[src/rtl/core/pccrl_pkg.sv]
package pccrl_pkg;

    localparam int NUM_CLIENTS_DEF = 64;

    localparam int OP_W      = 2;
    localparam int CLIENT_W  = 6;
    localparam int TIME_W    = 32;
    localparam int SECS_W    = 16;
    localparam int CFG_W     = 16;
    localparam int CFG_IDX_W = 2;
    localparam int VERDICT_W = 3;
    localparam int REMAIN_W  = 17;
    localparam int COUNT_W   = 16;

    localparam logic [REMAIN_W-1:0] REMAIN_MAX = REMAIN_W'(65536);

    typedef enum logic [OP_W-1:0] {
        OP_CHAT   = 2'd0,
        OP_TMUTE  = 2'd1,
        OP_PMUTE  = 2'd2,
        OP_UNMUTE = 2'd3
    } op_t;

    typedef enum logic [VERDICT_W-1:0] {
        V_ALLOWED     = 3'd0,
        V_BLOCKED     = 3'd1,
        V_FLOOD_TMUTE = 3'd2,
        V_FLOOD_PMUTE = 3'd3,
        V_FLOOD_DISC  = 3'd4,
        V_ADMIN_DONE  = 3'd5
    } verdict_t;

    typedef enum logic [CFG_IDX_W-1:0] {
        REG_FLOOD_ENABLE   = 2'd0,
        REG_MAX_MESSAGES   = 2'd1,
        REG_WINDOW_LENGTH  = 2'd2,
        REG_SILENCE_ACTION = 2'd3
    } cfg_reg_t;

    localparam int FLAG_TIMED = 0;
    localparam int FLAG_PERM  = 1;

    typedef struct packed {
        logic [TIME_W-1:0]  deadline;
        logic [COUNT_W-1:0] count;
        logic [1:0]         flags;
    } client_entry_t;

endpackage

[src/rtl/core/per_client_chat_rate_limiter_core.sv]
// Pipeline: a word accepted into stage 1 moves on to the output register when that register is free or being read.
// Throughput: one word per cycle unless stalled by out_ready; the client table is read at accept and written
// when the word moves to the output register, with a bypass for back-to-back hits.
// Reset: config registers and per-client valid bits clear at once; an entry not
// yet written reads as zero. No clearing pass, so the block is ready right away.
module per_client_chat_rate_limiter_core #(
    parameter int NUM_CLIENTS = pccrl_pkg::NUM_CLIENTS_DEF
) (
    input  logic                              clk,
    input  logic                              rst_n,

    input  logic                              cfg_valid,
    output logic                              cfg_ready,
    input  logic [pccrl_pkg::CFG_IDX_W-1:0]   cfg_index,
    input  logic [pccrl_pkg::CFG_W-1:0]       cfg_data,

    input  logic                              in_valid,
    output logic                              in_ready,
    input  logic [pccrl_pkg::OP_W-1:0]        operation,
    input  logic [pccrl_pkg::CLIENT_W-1:0]    client_id,
    input  logic [pccrl_pkg::TIME_W-1:0]      now,
    input  logic [pccrl_pkg::SECS_W-1:0]      mute_seconds,

    output logic                              out_valid,
    input  logic                              out_ready,
    output logic [pccrl_pkg::VERDICT_W-1:0]   verdict,
    output logic [pccrl_pkg::REMAIN_W-1:0]    remaining_time
);
    import pccrl_pkg::*;

    localparam int IDX_W = (NUM_CLIENTS > 1) ? $clog2(NUM_CLIENTS) : 1;

    // config
    logic                     flood_enable_reg;
    logic [CFG_W-1:0]         max_messages_reg;
    logic [CFG_W-1:0]         window_length_reg;
    logic signed [CFG_W-1:0]  silence_action_reg;

    // client table
    client_entry_t            table_mem [NUM_CLIENTS];
    logic [NUM_CLIENTS-1:0]   valid_bits_reg;

    // stage 1
    logic                     s1_valid_reg;
    op_t                      s1_op_reg;
    logic [IDX_W-1:0]         s1_addr_reg;
    logic                     s1_inr_reg;
    logic [TIME_W-1:0]        s1_now_reg;
    logic [SECS_W-1:0]        s1_secs_reg;
    client_entry_t            rd_data_reg;
    logic                     rd_valid_reg;

    // bypass of the last table write
    logic                     byp_valid_reg;
    logic [IDX_W-1:0]         byp_addr_reg;
    client_entry_t            byp_data_reg;

    // output
    logic                     out_valid_reg;
    verdict_t                 verdict_reg;
    logic [REMAIN_W-1:0]      remain_reg;

    logic                     in_fire;
    logic                     s1_fire;
    logic [IDX_W-1:0]         in_addr;
    logic                     in_range;
    logic                     do_write;

    client_entry_t            cur;
    client_entry_t            entry_next;
    verdict_t                 verdict_next;
    logic [REMAIN_W-1:0]      remain_next;
    logic                     expired;
    logic [TIME_W-1:0]        diff;
    logic [TIME_W-1:0]        addend;
    logic [TIME_W:0]          sum_wide;
    logic [TIME_W-1:0]        sat_sum;
    logic [1:0]               flags_mid;
    logic                     blocked;

    assign cfg_ready = 1'b1;

    assign s1_fire  = s1_valid_reg && (!out_valid_reg || out_ready);
    assign in_ready = !s1_valid_reg || s1_fire;
    assign in_fire  = in_valid && in_ready;
    assign in_addr  = IDX_W'(client_id);
    assign in_range = (32'(client_id) < NUM_CLIENTS);

    assign out_valid      = out_valid_reg;
    assign verdict        = verdict_reg;
    assign remaining_time = remain_reg;

    // current entry: newest write wins over the registered read
    always_comb
    begin
        if (byp_valid_reg && byp_addr_reg == s1_addr_reg)
            cur = byp_data_reg;
        else if (rd_valid_reg)
            cur = rd_data_reg;
        else
            cur = '0;
    end

    assign expired = (cur.deadline < s1_now_reg);
    assign diff    = cur.deadline - s1_now_reg;

    // one saturating adder shared by all deadline updates
    always_comb
    begin
        if (s1_op_reg == OP_TMUTE)
            addend = TIME_W'(s1_secs_reg);
        else if (expired)
            addend = TIME_W'(window_length_reg);
        else
            addend = TIME_W'(unsigned'(silence_action_reg));
    end

    assign sum_wide = {1'b0, s1_now_reg} + {1'b0, addend};
    assign sat_sum  = sum_wide[TIME_W] ? '1 : sum_wide[TIME_W-1:0];

    always_comb
    begin
        entry_next   = cur;
        verdict_next = V_ALLOWED;
        remain_next  = '0;
        flags_mid    = cur.flags;
        blocked      = 1'b0;
        if (!s1_inr_reg) begin
            verdict_next = (s1_op_reg == OP_CHAT) ? V_ALLOWED : V_ADMIN_DONE;
        end else begin
            unique case (s1_op_reg)
                OP_TMUTE:
                begin
                    if (s1_secs_reg != '0) begin
                        entry_next.deadline = sat_sum;
                        entry_next.flags    = 2'b01;
                    end else begin
                        entry_next.flags = 2'b00;
                    end
                    verdict_next = V_ADMIN_DONE;
                end
                OP_PMUTE:
                begin
                    entry_next.flags[FLAG_PERM] = 1'b1;
                    verdict_next = V_ADMIN_DONE;
                end
                OP_UNMUTE:
                begin
                    entry_next.flags = 2'b00;
                    verdict_next = V_ADMIN_DONE;
                end
                OP_CHAT:
                begin
                    if (cur.flags[FLAG_PERM]) begin
                        blocked      = 1'b1;
                        verdict_next = V_BLOCKED;
                    end else if (cur.flags[FLAG_TIMED]) begin
                        if (expired) begin
                            flags_mid[FLAG_TIMED] = 1'b0;
                        end else begin
                            blocked      = 1'b1;
                            verdict_next = V_BLOCKED;
                            remain_next  = (diff >= TIME_W'(65535)) ? REMAIN_MAX
                                         : REMAIN_W'(diff + TIME_W'(1));
                        end
                    end
                    entry_next.flags = flags_mid;
                    if (!blocked && flood_enable_reg) begin
                        if (expired) begin
                            entry_next.deadline = sat_sum;
                            entry_next.count    = '0;
                        end else if (cur.count >= max_messages_reg) begin
                            if (silence_action_reg == '0) begin
                                verdict_next = V_FLOOD_DISC;
                            end else if (silence_action_reg[CFG_W-1]) begin
                                entry_next.flags[FLAG_PERM] = 1'b1;
                                verdict_next = V_FLOOD_PMUTE;
                            end else begin
                                entry_next.deadline          = sat_sum;
                                entry_next.flags[FLAG_TIMED] = 1'b1;
                                verdict_next = V_FLOOD_TMUTE;
                            end
                        end else begin
                            entry_next.count = COUNT_W'(cur.count + COUNT_W'(1));
                        end
                    end
                end
                default:
                begin
                    verdict_next = V_ALLOWED;
                end
            endcase
        end
    end

    assign do_write = s1_fire && s1_inr_reg;

    // table storage, no reset
    always_ff @(posedge clk)
    begin
        if (do_write)
            table_mem[s1_addr_reg] <= entry_next;
        if (in_fire)
            rd_data_reg <= table_mem[in_addr];
    end

    always_ff @(posedge clk or negedge rst_n)
    begin
        if (!rst_n) begin
            flood_enable_reg   <= 1'b0;
            max_messages_reg   <= '0;
            window_length_reg  <= '0;
            silence_action_reg <= '0;
            valid_bits_reg     <= '0;
            s1_valid_reg       <= 1'b0;
            byp_valid_reg      <= 1'b0;
            out_valid_reg      <= 1'b0;
            rd_valid_reg       <= 1'b0;
        end else begin
            if (cfg_valid && cfg_ready) begin
                unique case (cfg_reg_t'(cfg_index))
                    REG_FLOOD_ENABLE:   flood_enable_reg   <= cfg_data[0];
                    REG_MAX_MESSAGES:   max_messages_reg   <= cfg_data;
                    REG_WINDOW_LENGTH:  window_length_reg  <= cfg_data;
                    REG_SILENCE_ACTION: silence_action_reg <= signed'(cfg_data);
                    default: ;
                endcase
            end
            if (in_fire) begin
                s1_valid_reg <= 1'b1;
                rd_valid_reg <= in_range ? valid_bits_reg[in_addr] : 1'b0;
            end else if (s1_fire) begin
                s1_valid_reg <= 1'b0;
            end
            if (do_write) begin
                valid_bits_reg[s1_addr_reg] <= 1'b1;
                byp_valid_reg <= 1'b1;
            end
            if (s1_fire)
                out_valid_reg <= 1'b1;
            else if (out_ready)
                out_valid_reg <= 1'b0;
        end
    end

    // payload registers
    always_ff @(posedge clk)
    begin
        if (in_fire) begin
            s1_op_reg   <= op_t'(operation);
            s1_addr_reg <= in_addr;
            s1_inr_reg  <= in_range;
            s1_now_reg  <= now;
            s1_secs_reg <= mute_seconds;
        end
        if (do_write) begin
            byp_addr_reg <= s1_addr_reg;
            byp_data_reg <= entry_next;
        end
        if (s1_fire) begin
            verdict_reg <= verdict_next;
            remain_reg  <= remain_next;
        end
    end

    a_admin_verdict: assert property (@(posedge clk) disable iff (!rst_n)
        s1_fire && s1_op_reg != OP_CHAT |=> verdict_reg == V_ADMIN_DONE)
        else $error("admin word did not report admin done");

    a_chat_verdict: assert property (@(posedge clk) disable iff (!rst_n)
        s1_fire && s1_op_reg == OP_CHAT |=> verdict_reg != V_ADMIN_DONE)
        else $error("chat word reported admin done");

    a_remain_blocked: assert property (@(posedge clk) disable iff (!rst_n)
        out_valid_reg && remain_reg != '0 |-> verdict_reg == V_BLOCKED)
        else $error("time left reported without a mute block");

    a_remain_max: assert property (@(posedge clk) disable iff (!rst_n)
        out_valid_reg |-> remain_reg <= REMAIN_MAX)
        else $error("time left beyond saturation");

    a_stall_hold: assert property (@(posedge clk) disable iff (!rst_n)
        !in_ready |-> s1_valid_reg && out_valid_reg && !out_ready)
        else $error("input stalled without a full pipeline");

endmodule
[config.mk]
export PLATFORM = sky130hd
export DESIGN_NAME = per_client_chat_rate_limiter_core
export DESIGN_NICKNAME = d
export VERILOG_FILES = /design/src/rtl/core/pccrl_pkg.sv /design/src/rtl/core/per_client_chat_rate_limiter_core.sv
export SDC_FILE = /design/constraint.sdc
export NUM_CORES = 2
export LEC_CHECK = 0
export ABC_AREA = 1
export BUFFER_PORTS_ARGS = -buffer_cell sky130_fd_sc_hd__buf_4
export CAP_MARGIN = 20
export CORE_MARGIN = 5
export CORE_UTILIZATION = 55
export CTS_CLUSTER_DIAMETER = 120
export CTS_CLUSTER_SIZE = 30
export DETAILED_ROUTE_END_ITERATION = 16
export PLACE_DENSITY = 0.71
export SETUP_SLACK_MARGIN = 0.02
export SYNTH_ARGS = -nofsm -noshare
export SYNTH_HDL_FRONTEND = slang
export SYNTH_SLANG_ARGS = --single-unit
[constraint.sdc]
create_clock -name clk -period 16.2 [get_ports clk]
set_input_delay 2.43 -clock clk [delete_from_list [all_inputs] [get_ports clk]]
set_output_delay 2.43 -clock clk [all_outputs]
set_load 0.01 [all_outputs]
==> reports/qor.yml <==
ys_warn_count: 0
clk_pin_slew_ps: 120
post-route-min-period_ps: 8338
postRouteWirelength_mm: 427.0
worstReg2RegEnd: "table_mem[40][40]$_DFFE_PP_"
slew_headroom: 0.2041
async_flop_share: 0.03344
cts-root-buf: "clkbuf_16"
crit_family: "simple AND/OR/NAND/NOR gates"
grt_use_total: 0.3060
dp.cells: 14640
largest_register_ffs: 3200
syn_avg_cell_area_um2: 12.23
clock_sinks: 3499
crit_path_max_fanout: 67
dp_slack_ps: 7255
gp_congestion: 0.8850
p_total_uw: 17270
via_count: 98050
rows: 187
p_leak_uw: 0.05052
grt_pass1_wl_mm: 613.5
place_hpwl_mm: 230.6
cts_buffer_depth: 3
cp_num_buf_inv: 8
slew_viol_final: 0
setup_viol: 0
cts_setup_buffers: 0
ys_ff_latch: 3499
core_area_um2: 259200
worst_pin_slew_ps: 1194
worstPathRequired_ps: 16750
clk_latency_ps: 880
synth-main-ff-cell: "edfxtp_1"
drc_errors: 0
worst-r2r-cell-count: 41
synthesis.area_um2: 143000
synth_cells: 11690
synth-edff-count: 3382
netlist_top_cells_count: "edfxtp_1, nor2_1, o21ai_0"
port_buffers: 100
end_kind: "register"
syn2layout_area_growth_pct: 6.238
routed_via_density: 6.596
cts_buffers: 137
hold_path_class: "register to register"
antenna_found_initial: 15
ir_drop_mv: 0.1203
fin_ws_ps: 7862
clock_skew_ps: 63.75
drt_iter0_markers: 16980
nets: 11540
die_h_um: 519.9
die_area_um2: 270300
fin_crit_sh: 0.5147
grt_pass1_vias: 90380
worstSetupStartpointType: "register"
dieWidth_um: 519.9
hold_viol: 0
path_depth: 41
postSynthNetCount: 11840
cpMostUsedCell: "nand2_1"
synth_most_common_cell: "edfxtp_1"
critPathSlowestCell: "buf_4"
grt_max_degree: 225
cts-resized-gates: 0
grt_overflow: 0
drive_gt1_frac: 0.06669
final_cells: 14870
yosysTopAreaCell: "edfxtp_1"
ys_seq_area_frac: 0.7308
r2r_start: "s1_addr_reg[5]$_DFFE_PP_"
crit_path_end: "table_mem[40][40]$_DFFE_PP_"
synth_top_area_share: 0.7103
cts_tree: "done"
status: "finished, final reports clean"
cpPeakStageDelay_ps: 610
dr.pass1.iters: 7
io_pins: 102
fmax_ghz: 0.1199
start_util: 0.5515
ys_types: 54
worstSetupPathType: "register to register"
worstSetupStartpoint: "s1_addr_reg[5]$_DFFE_PP_"
r2r_setup_slack_ps: 7860
powerDensity_nw_per_um2: 113.7
worstPathArrival_ps: 8890
setup_tns_ps: 0
drv_cap: 0
ant_nets: 0
grt_setup_unrepaired: "no"
synth.area.top_cells: "edfxtp_1, o21ai_0, nor2_1"
ctsHoldBuffers: 0
h-tree-depth: 4
routedWlPerCell_um: 28.73
[per-layer routing]
layer  vias to the layer above  share of wire  global-route usage
met4                         2          0.038              0.1025
li1                      41840              -                   -
met1                     48320           0.38              0.4458
met2                      6952           0.45              0.4632
met3                       933           0.13             0.06628
met5                         -       0.000023                   0
[tightest hold or removal path: stages, from the launching register on]
cell,delay (ps)
dfrtp_1,340
inv_1,50
nand2_1,60
[metrics by stage]
step / util / instance area [µm²] / hold WS (ps)
finish: 0.5859 / 151900 / 469.5
global route: 0.5859 / 151900 / 477.5
CTS: 0.5845 / 151500 / 466.5
detailed placement: 0.5691 / 147500 / 440.5
global placement: 0.5685 / 147400 / 444.6
floorplan: - / 143000 / 422.2
[power by group]
part           switching, µW  internal (µW)
Clock                   2670           1650
Combinational           1730            561
Sequential              93.7          10600
[cells by family (layout without fill, tap and decap cells)]
logic type,count (synthesis),after routing,share of synthesized area
and+or+nand+nor,3598,3598,0.1008
other,1,8,0.00002623
DFF,3499,3499,0.7308
xor gates and xnor gates,45,45,0.002809
buffers and inverters,1116,881,0.03113
adders and majority gates,68,68,0.006055
AOI/OAI and AO/OA,3364,3364,0.1284
[area by class of cell]
type                       instances  area [µm²]
inverter                         348        1344
fill                           20040      107300
tap                             3402        4257
timing repair buffer             334        2972
sequential                      3499      104500
multi-input combinational       7076       34840
antenna                            7       17.52
clock inverter                    17       305.3
clock buffer                     182        3682
[worst min-delay path by stage]
| stage | slack, ps | to | cells past startpoint | from |
|---|---|---|---|---|
| after floorplan | 420 | byp_valid_reg$_DFFE_PN0P_ | 2 | byp_valid_reg$_DFFE_PN0P_ |
| after global placement | 440 | valid_bits_reg[46]$_DFFE_PN0P_ | 1 | valid_bits_reg[46]$_DFFE_PN0P_ |
| after detailed placement | 440 | byp_valid_reg$_DFFE_PN0P_ | 2 | byp_valid_reg$_DFFE_PN0P_ |
| after CTS | 470 | byp_valid_reg$_DFFE_PN0P_ | 2 | byp_valid_reg$_DFFE_PN0P_ |
| after global routing | 480 | byp_valid_reg$_DFFE_PN0P_ | 2 | byp_valid_reg$_DFFE_PN0P_ |
| final | 470 | byp_valid_reg$_DFFE_PN0P_ | 2 | byp_valid_reg$_DFFE_PN0P_ |
[cells in the final DEF, fill, tap and decap left out, types with 41 or more instances in the layout]
master and n:
edfxtp_1 3382, nor2_1 2245, o21ai_0 2125, o22ai_1 1002, nand2_1 850, inv_1 329
buf_4 291, nand3_1 185, clkbuf_16 142, dfrtp_1 116, a21oi_1 98, nor2_4 83
or2_2 72, ha_1 66, o21ai_1 43, clkbuf_1 41
Note: power is estimated with default switching activity, not from simulation.
